--- config.mk ---
export PLATFORM = sky130hd
export DESIGN_NAME = led_blink_heartbeat_controller
export DESIGN_NICKNAME = d
export VERILOG_FILES = /design/src/hdl/lbhc_pkg.sv /design/src/hdl/led_blink_heartbeat_controller.sv
export SDC_FILE = /design/constraint.sdc
export NUM_CORES = 1
export LEC_CHECK = 0
export BUFFER_PORTS_ARGS = -buffer_cell sky130_fd_sc_hd__buf_2
export CAP_MARGIN = 40
export CORE_MARGIN = 4
export CORE_UTILIZATION = 38
export DETAILED_ROUTE_END_ITERATION = 12
export GPL_TIMING_DRIVEN = 1
export HOLD_SLACK_MARGIN = 0.03
export SLEW_MARGIN = 5
export SYNTH_ARGS = -nofsm -noshare
export SYNTH_HDL_FRONTEND = slang
export SYNTH_SLANG_ARGS = --single-unit
--- constraint.sdc ---
create_clock -name clk_i -period 7.8 [get_ports clk_i]
set_input_delay 2.34 -clock clk_i [delete_from_list [all_inputs] [get_ports clk_i]]
set_output_delay 2.34 -clock clk_i [all_outputs]
set_load 0.02 [all_outputs]
--- src/hdl/lbhc_pkg.sv ---
// Shared types and constants of the LED blink and heartbeat controller.
`default_nettype none

package lbhc_pkg;

  localparam int unsigned OpWidth   = 3;
  localparam int unsigned SelWidth  = 2;
  localparam int unsigned CountWidth = 16;
  localparam int unsigned BlinkWidth = 15;
  localparam int unsigned PulseWidth = 14;
  localparam int unsigned PauseWidth = 14;
  localparam int unsigned CfgIdxWidth = 2;
  localparam int unsigned CfgDataWidth = 15;
  localparam int unsigned LitWidth  = 4;

  localparam logic [OpWidth-1:0] OP_TICK  = 3'd0;
  localparam logic [OpWidth-1:0] OP_ON    = 3'd1;
  localparam logic [OpWidth-1:0] OP_OFF   = 3'd2;
  localparam logic [OpWidth-1:0] OP_BLINK = 3'd3;
  localparam logic [OpWidth-1:0] OP_HEART = 3'd4;

  localparam logic [CfgIdxWidth-1:0] CFG_BLINK_HALF = 2'd0;
  localparam logic [CfgIdxWidth-1:0] CFG_PULSE      = 2'd1;
  localparam logic [CfgIdxWidth-1:0] CFG_PAUSE      = 2'd2;

  localparam logic [BlinkWidth-1:0] BLINK_HALF_RESET = 15'd125;
  localparam logic [PulseWidth-1:0] PULSE_RESET      = 14'd25;
  localparam logic [PauseWidth-1:0] PAUSE_RESET      = 14'd175;

  typedef enum logic [OpWidth-1:0] {
    MODE_IDLE  = 3'd0,
    MODE_ON    = 3'd1,
    MODE_OFF   = 3'd2,
    MODE_BLINK = 3'd3,
    MODE_HEART = 3'd4
  } mode_e;

endpackage

`default_nettype wire

--- src/hdl/led_blink_heartbeat_controller.sv ---
// Top level of the LED blink and heartbeat controller.
`default_nettype none

// Drives NUM_LEDS LEDs in on, off, blink or heartbeat patterns. Each input item is
// a tick, which advances every LED at once, or a command for the LED that
// led_select_i names. Every item yields one result item with the lit flags of
// LEDs zero to three as they stand after it. The per-LED counters and flags
// update at the accepting edge, and the result sits in an output register, so a
// new item is taken in every cycle while the result side keeps up. Configuration
// writes take effect at the edge of the write.
module led_blink_heartbeat_controller #(
  parameter int unsigned NUM_LEDS = 4
) (
  input  wire logic                                  clk_i,
  input  wire logic                                  rst_ni,
  input  wire logic                                  in_valid_i,
  output logic                                       in_ready_o,
  input  wire logic [lbhc_pkg::OpWidth-1:0]          operation_i,
  input  wire logic [lbhc_pkg::SelWidth-1:0]         led_select_i,
  input  wire logic [lbhc_pkg::CountWidth-1:0]       repeat_limit_i,
  output logic                                       out_valid_o,
  input  wire logic                                  out_ready_i,
  output logic [lbhc_pkg::LitWidth-1:0]              led_lit_o,
  input  wire logic                                  cfg_we_i,
  input  wire logic [lbhc_pkg::CfgIdxWidth-1:0]      cfg_index_i,
  input  wire logic [lbhc_pkg::CfgDataWidth-1:0]     cfg_data_i
);

  localparam int unsigned CW = lbhc_pkg::CountWidth;

  logic [lbhc_pkg::BlinkWidth-1:0] blink_half_q;
  logic [lbhc_pkg::PulseWidth-1:0] pulse_q;
  logic [lbhc_pkg::PauseWidth-1:0] pause_q;

  lbhc_pkg::mode_e mode_q [NUM_LEDS];
  lbhc_pkg::mode_e mode_d [NUM_LEDS];
  logic [CW-1:0]   tick_q [NUM_LEDS];
  logic [CW-1:0]   tick_d [NUM_LEDS];
  logic [CW-1:0]   rep_q  [NUM_LEDS];
  logic [CW-1:0]   rep_d  [NUM_LEDS];
  logic [CW-1:0]   goal_q [NUM_LEDS];
  logic [CW-1:0]   goal_d [NUM_LEDS];
  logic [NUM_LEDS-1:0] lit_q;
  logic [NUM_LEDS-1:0] lit_d;

  logic                             out_valid_q;
  logic [lbhc_pkg::LitWidth-1:0]    led_lit_q;
  logic [lbhc_pkg::LitWidth-1:0]    led_lit_d;

  logic          in_accept;
  logic          is_tick;
  logic          is_cmd;
  logic [CW:0]   blink_full;
  logic [CW:0]   pulse1;
  logic [CW:0]   pulse2;
  logic [CW:0]   pulse3;
  logic [CW:0]   heart_full;
  logic [CW-1:0] tick_inc;
  logic [CW:0]   tick_ext;
  logic          cycle_end;

  assign in_ready_o = !out_valid_q || out_ready_i;
  assign in_accept  = in_valid_i && in_ready_o;
  assign is_tick    = (operation_i == lbhc_pkg::OP_TICK);
  assign is_cmd     = (operation_i >= lbhc_pkg::OP_ON) && (operation_i <= lbhc_pkg::OP_HEART)
                      && (32'(led_select_i) < NUM_LEDS);

  assign blink_full = {1'b0, blink_half_q, 1'b0};
  assign pulse1     = {3'b0, pulse_q};
  assign pulse2     = {2'b0, pulse_q, 1'b0};
  assign pulse3     = pulse2 + pulse1;
  assign heart_full = pulse3 + {3'b0, pause_q};

  always_comb begin
    mode_d    = mode_q;
    tick_d    = tick_q;
    rep_d     = rep_q;
    goal_d    = goal_q;
    lit_d     = lit_q;
    tick_inc  = '0;
    tick_ext  = '0;
    cycle_end = 1'b0;
    for (int i = 0; i < NUM_LEDS; i++) begin
      tick_inc  = tick_q[i] + 16'd1;
      tick_ext  = {1'b0, tick_inc};
      cycle_end = 1'b0;
      if (in_accept && is_tick) begin
        case (mode_q[i])
          lbhc_pkg::MODE_ON: begin
            mode_d[i] = lbhc_pkg::MODE_IDLE;
            lit_d[i]  = 1'b1;
          end
          lbhc_pkg::MODE_OFF: begin
            mode_d[i] = lbhc_pkg::MODE_IDLE;
            lit_d[i]  = 1'b0;
          end
          lbhc_pkg::MODE_BLINK, lbhc_pkg::MODE_HEART: begin
            tick_d[i] = tick_inc;
            if (tick_inc == 16'd1) begin
              rep_d[i] = rep_q[i] + 16'd1;
              lit_d[i] = 1'b1;
            end
            if (mode_q[i] == lbhc_pkg::MODE_BLINK) begin
              if (tick_ext == {2'b0, blink_half_q}) lit_d[i] = 1'b0;
              if (tick_ext == blink_full) cycle_end = 1'b1;
            end else begin
              if (tick_ext == pulse1) lit_d[i] = 1'b0;
              if (tick_ext == pulse2) lit_d[i] = 1'b1;
              if (tick_ext == pulse3) lit_d[i] = 1'b0;
              if (tick_ext == heart_full) cycle_end = 1'b1;
            end
            if (cycle_end) begin
              tick_d[i] = '0;
              if ((goal_q[i] != '0) && (rep_d[i] >= goal_q[i])) begin
                mode_d[i] = lbhc_pkg::MODE_OFF;
                goal_d[i] = '0;
                rep_d[i]  = '0;
              end
            end
          end
          default: begin
          end
        endcase
      end else if (in_accept && is_cmd && (32'(led_select_i) == i)) begin
        mode_d[i] = lbhc_pkg::mode_e'(operation_i);
        if ((operation_i == lbhc_pkg::OP_BLINK) || (operation_i == lbhc_pkg::OP_HEART)) begin
          goal_d[i] = repeat_limit_i;
        end
      end
    end
  end

  for (genvar b = 0; b < lbhc_pkg::LitWidth; b++) begin : g_lit
    if (b < NUM_LEDS) begin : g_led
      assign led_lit_d[b] = lit_d[b];
    end else begin : g_none
      assign led_lit_d[b] = 1'b0;
    end
  end

  always_ff @(posedge clk_i or negedge rst_ni) begin
    if (!rst_ni) begin
      blink_half_q <= lbhc_pkg::BLINK_HALF_RESET;
      pulse_q      <= lbhc_pkg::PULSE_RESET;
      pause_q      <= lbhc_pkg::PAUSE_RESET;
    end else if (cfg_we_i) begin
      case (cfg_index_i)
        lbhc_pkg::CFG_BLINK_HALF: blink_half_q <= cfg_data_i;
        lbhc_pkg::CFG_PULSE:      pulse_q      <= cfg_data_i[lbhc_pkg::PulseWidth-1:0];
        lbhc_pkg::CFG_PAUSE:      pause_q      <= cfg_data_i[lbhc_pkg::PauseWidth-1:0];
        default: begin
        end
      endcase
    end
  end

  always_ff @(posedge clk_i or negedge rst_ni) begin
    if (!rst_ni) begin
      for (int i = 0; i < NUM_LEDS; i++) begin
        mode_q[i] <= lbhc_pkg::MODE_IDLE;
        tick_q[i] <= '0;
        rep_q[i]  <= '0;
        goal_q[i] <= '0;
      end
      lit_q       <= '0;
      out_valid_q <= 1'b0;
    end else begin
      mode_q <= mode_d;
      tick_q <= tick_d;
      rep_q  <= rep_d;
      goal_q <= goal_d;
      lit_q  <= lit_d;
      if (in_accept) begin
        out_valid_q <= 1'b1;
      end else if (out_ready_i) begin
        out_valid_q <= 1'b0;
      end
    end
  end

  always_ff @(posedge clk_i) begin
    if (in_accept) begin
      led_lit_q <= led_lit_d;
    end
  end

  assign out_valid_o = out_valid_q;
  assign led_lit_o   = led_lit_q;

  a_result_follows: assert property (@(posedge clk_i) disable iff (!rst_ni)
    in_accept |=> out_valid_q)
    else $error("An accepted item did not produce a result.");

  a_result_drains: assert property (@(posedge clk_i) disable iff (!rst_ni)
    out_valid_q && out_ready_i && !in_accept |=> !out_valid_q)
    else $error("A delivered result was shown again.");

  a_cmd_keeps_lit: assert property (@(posedge clk_i) disable iff (!rst_ni)
    in_accept && !is_tick |=> $stable(lit_q))
    else $error("A command changed a lit flag before the next tick.");

  a_pending_on: assert property (@(posedge clk_i) disable iff (!rst_ni)
    in_accept && is_tick && (mode_q[0] == lbhc_pkg::MODE_ON)
    |=> lit_q[0] && (mode_q[0] == lbhc_pkg::MODE_IDLE))
    else $error("A pending on was not applied by the tick.");

  a_idle_quiet: assert property (@(posedge clk_i) disable iff (!rst_ni)
    !in_accept |=> $stable(lit_q) && $stable(tick_q[0]))
    else $error("LED state moved without an accepted item.");

endmodule

`default_nettype wire

* After elaboration in Yosys (flattened, before gate mapping)
Cells that the tools add are included.
** Storage, ports and cells
- Memory bits (read-only) :: 0
- Word-level logic and storage cells :: 283
- Flip-flop bits (word level) :: 256
- Bits in latches :: 0
- RAM bits :: 0
- Memories kept :: 0
- Input bits :: 43
** Cells by class
- Reduce and logical (&&, ||, !) cells :: 51
- Mux-type cells :: 119
- Bitwise logic cells :: 0
- Magnitude comparators :: 6
- Equality and inequality tests :: 75
- Shift operators :: 0
- $mul :: 0
- Div/mod/pow operators :: 0
- Add/sub/neg operators :: 10
** Operators by type and width (number)
- 2-to-1 mux 16 bit :: 45
- adder 16 x 1 -> 16 bit, second input constant :: 8
- == test 16 x 15 -> 1 bit :: 8
- == test 16 bit :: 8
- == test 16 x 17 -> 1 bit :: 4
- == test 16 x 1 -> 1 bit, second input constant :: 4
- == test 16 x 14 -> 1 bit :: 4
- >= comparator 16 bit :: 4
- nonzero test 16 bit :: 4
- 2-to-1 mux 1 bit :: 50
- 2-to-1 mux 3 bit :: 16
- == test 3 x 2 -> 1 bit, second input constant :: 9
- != test 3 bit, second input constant :: 8
- case mux 3 bit (2 select lines) :: 4
- AND reduction 5 bit :: 4
- adder 16 x 14 -> 17 bit :: 1
- adder 15 x 14 -> 16 bit :: 1
- != test 2 x 1 -> 1 bit, second input constant :: 8
- AND reduction 4 bit :: 4
- OR reduction 2 bit :: 8
- == test 3 bit, second input constant :: 5
- AND reduction 2 bit :: 7
- == test 3 x 1 -> 1 bit, second input constant :: 4
- logical AND 1 bit :: 12
- 12 further kinds :: 31

* Logic depth before layout (Yosys ltp)
- Depth after elaboration :: 11
- Depth in mapped cells :: 24

* Least setup slack after synthesis
OpenSTA, ideal clock, no wires.
- Path kind :: reg2reg
- From :: register pulse_q[1] (netlist name)
- To :: register rep_q[27] (netlist name)
- Setup time :: 130 ps
- Stages on the path, launching flop included :: 21
- Buffers on the path :: 3
- Arrival :: 5422 ps
- Path slack :: 2248 ps
- Period minus slack after synthesis :: 5552 ps
- Cells stage by stage :: dfrtp_1 clkbuf_1 inv_1 fa_1 nand2b_1 a211oi_1 o41a_1 xor2_1 ha_1 and4_1 a31o_2 o31a_1 or3_1 a31o_2 xnor2_1 nor4_1 or4b_1 buf_2 o21ai_2 buf_2 o22ai_1
** On the way
- Cells in the longest elaborated chain, start to end :: 8
** RTL lines
- start, declared :: line led_blink_heartbeat_controller.sv:32 : logic [lbhc_pkg::PulseWidth-1:0] pulse_q;
- start signal, assigned :: line led_blink_heartbeat_controller.sv:144 : pulse_q <= lbhc_pkg::PULSE_RESET;
- start signal, assigned :: line led_blink_heartbeat_controller.sv:149 : lbhc_pkg::CFG_PULSE: pulse_q <= cfg_data_i[lbhc_pkg::PulseWidth-1:0];
- adder 15 x 14 -> 16 bit :: line led_blink_heartbeat_controller.sv:71 : assign pulse3 = pulse2 + pulse1;
- adder 16 x 14 -> 17 bit :: line led_blink_heartbeat_controller.sv:72 : assign heart_full = pulse3 + {3'b0, pause_q};
- == test 16 x 17 -> 1 bit :: line led_blink_heartbeat_controller.sv:110 : if (tick_ext == heart_full) cycle_end = 1'b1;
- 2-to-1 mux 1 bit :: line led_blink_heartbeat_controller.sv:110
- 2-to-1 mux 1 bit :: line led_blink_heartbeat_controller.sv:103 : if (mode_q[i] == lbhc_pkg::MODE_BLINK) begin
- 2-to-1 mux 1 bit :: line led_blink_heartbeat_controller.sv:88 : case (mode_q[i])
- 2-to-1 mux 1 bit :: line led_blink_heartbeat_controller.sv:87 : if (in_accept && is_tick) begin
- 2-to-1 mux 16 bit :: line led_blink_heartbeat_controller.sv:112 : if (cycle_end) begin
- end signal, assigned :: line led_blink_heartbeat_controller.sv:170 : rep_q <= rep_d;
- end, declared :: line led_blink_heartbeat_controller.sv:39 : logic [CW-1:0] rep_q [NUM_LEDS];
No other way between the ends. The select of a mux whose other input is x is not followed.
A chain may end at the register's enable or synchronous reset.

* Worst setup path after layout
- From :: register pulse_q[1] (netlist name)
- To :: register goal_q[30] (netlist name)
** On the way
- Cells in the longest elaborated chain, start to end :: 9
** RTL lines
- adder 15 x 14 -> 16 bit :: line led_blink_heartbeat_controller.sv:71
- adder 16 x 14 -> 17 bit :: line led_blink_heartbeat_controller.sv:72
- == test 16 x 17 -> 1 bit :: line led_blink_heartbeat_controller.sv:110
- 2-to-1 mux 1 bit :: line led_blink_heartbeat_controller.sv:110
- 2-to-1 mux 1 bit :: line led_blink_heartbeat_controller.sv:103
- 2-to-1 mux 1 bit :: line led_blink_heartbeat_controller.sv:88
- 2-to-1 mux 1 bit :: line led_blink_heartbeat_controller.sv:87
- != test 2 x 1 -> 1 bit (no line)
- AND reduction 5 bit (no line)
- end signal, assigned :: line led_blink_heartbeat_controller.sv:171 : goal_q <= goal_d;
- end, declared :: line led_blink_heartbeat_controller.sv:41 : logic [CW-1:0] goal_q [NUM_LEDS];
No other way between the ends. The select of a mux whose other input is x is not followed.

==> results.py <==
metrics = {
    "critical_path": {
        "reg2reg_to": "goal_q[30]",
        "cp.arrival_ns": 7.18,
        "crit_path_top_delay_cell": "o21ai_0",
        "reg2reg_depth": 18,
        "cp.buffers_inverters": 2,
        "rrSetupSlack_ns": 1.11,
        "cp_cell_sequence": "inv_1 > fa_1 > nand2b_1 > a211oi_1 > nor2_1 > xnor2_1 > ha_1 > and4_1 > nand3_1 > a2bb2oi_2 > o21ai_0 > nand3_1 > a31oi_1 > xor2_1 > or4b_1 > nor3_2 > buf_4 > nor2_1",
        "cp.required_ns": 8.28,
        "cpLargestDelayFamily": "simple AND/OR/NAND/NOR gates",
        "cp.depth": 18,
        "critPathKind": "flip-flop to flip-flop",
        "cp-end-kind": "flip-flop",
        "critPathLaunchType": "flip-flop",
        "endpoint": "goal_q[30]",
        "crit_start": "pulse_q[1]",
        "critPathMaxStageDelay_ns": 0.75,
        "r2r-start": "pulse_q[1]",
        "path_max_fanout": 16,
    },
    "place": {
        "portBuffers": 48,
        "dp_cells": 3411,
        "dp_hpwl_um": 57800,
        "gp_congestion": 0.988,
    },
    "drt": {
        "wl_per_cell_um": 22.2,
        "vias": 20400,
        "drcViolationCount": 0,
        "ant_nets": 0,
        "wl_um": 77000,
        "drtPass1Iterations": 8,
        "via_per_inst": 5.89,
        "drt_iter0_markers": 1714,
    },
    "floorplan": {
        "core_area_um2": 59100,
        "die_h_um": 253,
        "fp.dieW_um": 253,
        "rows": 89,
        "io_pins": 49,
        "start_util": 0.384,
        "die-area_um2": 63800,
    },
    "global_route": {
        "grt_pass1_vias": 19700,
        "grt_pass1_wl_um": 118000,
        "antenna_found_initial": 1,
        "grt.busiest_layer": "met2",
        "met2_usage": 0.387,
        "grt_max_degree": 141,
        "grt_overflow_total": 0,
        "use_met3": 0.0329,
        "use_met1": 0.318,
        "grt_use_total": 0.235,
    },
    "timing": {
        "final_max_slew_viol_count": 0,
        "setup_viol": 0,
        "fin_crit_sh": 0.858,
        "max_freq_mhz": 149,
        "hold_viol": 0,
        "slew_headroom": 0.382,
        "fin_skew_ns": 0.0301,
        "grt_setup_unrepaired": "false",
        "worst_pin_slew_ns": 0.918,
        "tns_ns": 0,
        "min_period_ns": 6.69,
    },
    "clocking": {
        "cts_post_setup_buffers_inserted": 0,
        "cts_resized": 0,
        "clock-root-buffer": "clkbuf_16",
        "path_clk_slew_ns": 0.06,
        "clock-sinks": 256,
        "cts_buffer_depth": 3,
        "cts_tree": "done",
        "ctsHoldBuffers": 0,
        "cts_buffers": 31,
        "clkLatencyLatePin_ns": 0.62,
        "h-tree-depth": 1,
    },
    "final_layout": {
        "fin_cells": 3469,
        "area_delta_synth_final_pct": 10.8,
        "n_fill_cell": 5800,
        "diodes": 0,
        "layout-drive-gt1-share": 0.124,
        "fin_nets": 2822,
    },
    "yosys": {
        "ys.flop_type": "dfrtp_1",
        "synth.area.top_cells": "dfrtp_1 (26%), xnor2_1 (11%), ha_1 (5.8%)",
        "netlist-cell-type-count": 108,
        "avgSynthCellArea_um2": 8.59,
        "yosysTopAreaCell": "dfrtp_1",
        "yosys_warnings": 0,
        "syn_area_um2": 22700,
        "synth_edf_count": 4,
        "netlist_top_cells_count": "xnor2_1 (286), nand2_1 (251), dfrtp_1 (237)",
        "synth_top_area_frac": 0.261,
        "syn-instance-count": 2645,
        "ys_seq_area_frac": 0.284,
        "async_flop_share": 0.984,
        "synth_most_common_cell": "xnor2_1",
        "ys_ff_latch": 256,
        "synth_nets": 2795,
    },
    "worst_hold_path": {
        "hp-class": "flip-flop to flip-flop",
    },
    "status": {
        "status": "complete, no violations",
    },
    "job": {
        "max_cap_violations": 0,
    },
    "pwr": {
        "p_leak_nw": 10.3,
        "power.density_nw_per_um2": 352,
        "ir_drop_uv": 266,
    },
}
[tightest hold or removal path: cells and delay by family, from the launching register on]
family	cells	cell delay (ns)
compound gates	1	0.06
flops	1	0.35
simple gates	1	0.05
[worst min path at each step]
stage,startpoint,endpoint,depth (start not counted)
5_1_grt,tick_q[31],tick_q[31],2
4_1_cts,tick_q[31],tick_q[31],2
6_report,tick_q[31],tick_q[31],2
2_1_floorplan,tick_q[31],tick_q[31],2
3_5_place_dp,tick_q[31],tick_q[31],2
3_3_place_gp,tick_q[31],tick_q[31],2
[cell usage in the layout (no fill, tap or decap), types with 48 or more instances in the layout]
cell type / netlist / final
nand3_1: 92 / 92
mux2_2: 52 / 52
dfrtp_1: 237 / 237
xor2_1: 128 / 128
o31ai_1: 67 / 67
inv_1: 119 / 119
a21oi_1: 71 / 70
o21ai_0: 102 / 102
ha_1: 105 / 105
nand4_1: 66 / 66
nor2_1: 185 / 184
xnor2_1: 286 / 286
buf_2: 40 / 48
nor4_1: 65 / 64
nand2_1: 251 / 251
nor3_1: 62 / 60
mux2i_1: 66 / 66
buf_4: 6 / 85
[metrics by stage]
| step | power, mW | cell area [um2] | hold slack, ns | setup WS, ns | utilization |
|---|---|---|---|---|---|
| after floorplan | 5.51 | 22700 | 0.449 | 2.25 | - |
| after global placement | 7.13 | 24000 | 0.463 | 1.44 | 0.405 |
| after detailed placement | 7.21 | 24100 | 0.475 | 1.32 | 0.407 |
| after CTS | 8.79 | 25200 | 0.489 | 1.29 | 0.426 |
| after global routing | 9.39 | 25200 | 0.507 | 0.773 | 0.426 |
| final | 8.85 | 25200 | 0.492 | 1.11 | 0.426 |
[per-layer routing]
layer | up-vias | wire length (um)
met5 | - | 17
met4 | 2 | 3150
met3 | 185 | 5150
met2 | 738 | 35200
met1 | 9999 | 33500
li1 | 9505 | -
[sequential cells by signal, summed over array words and instances (netlist names)]
register / count
blink_half_q: 15
goal_q: 64
led_lit_o: 4
lit_q: 4
mode_q: 12
out_valid_o: 1
pause_q: 14
pulse_q: 14
rep_q: 64
tick_q: 64
[kinds of logic after synthesis]
kind of cell    Yosys count  synth area share
simple gates            958             0.224
mux                     119            0.0555
fa+ha+maj               107            0.0596
buf+inv                 266            0.0473
compound gates          507             0.155
xor+xnor                432             0.175
flops                   256             0.284
[area by class of cell]
type                       instances  area, um2  area share
multi-input combinational       2123      15300       0.606
sequential                       256       6440       0.256
timing repair buffer             140        977      0.0388
tap                              773        967      0.0384
clock buffer                      45        918      0.0365
inverter                         120        450      0.0179
clock inverter                    12        161     0.00641
[power by group]
| part | switching [mW] | internal (mW) | total [mW] |
|---|---|---|---|
| clock network | 0.621 | 0.915 | 1.54 |
| logic | 3.19 | 2.16 | 5.35 |
| registers | 0.410 | 1.56 | 1.97 |
| total | 4.22 | 4.63 | 8.85 |
No activity file was read; power rests on OpenSTA's default activity.
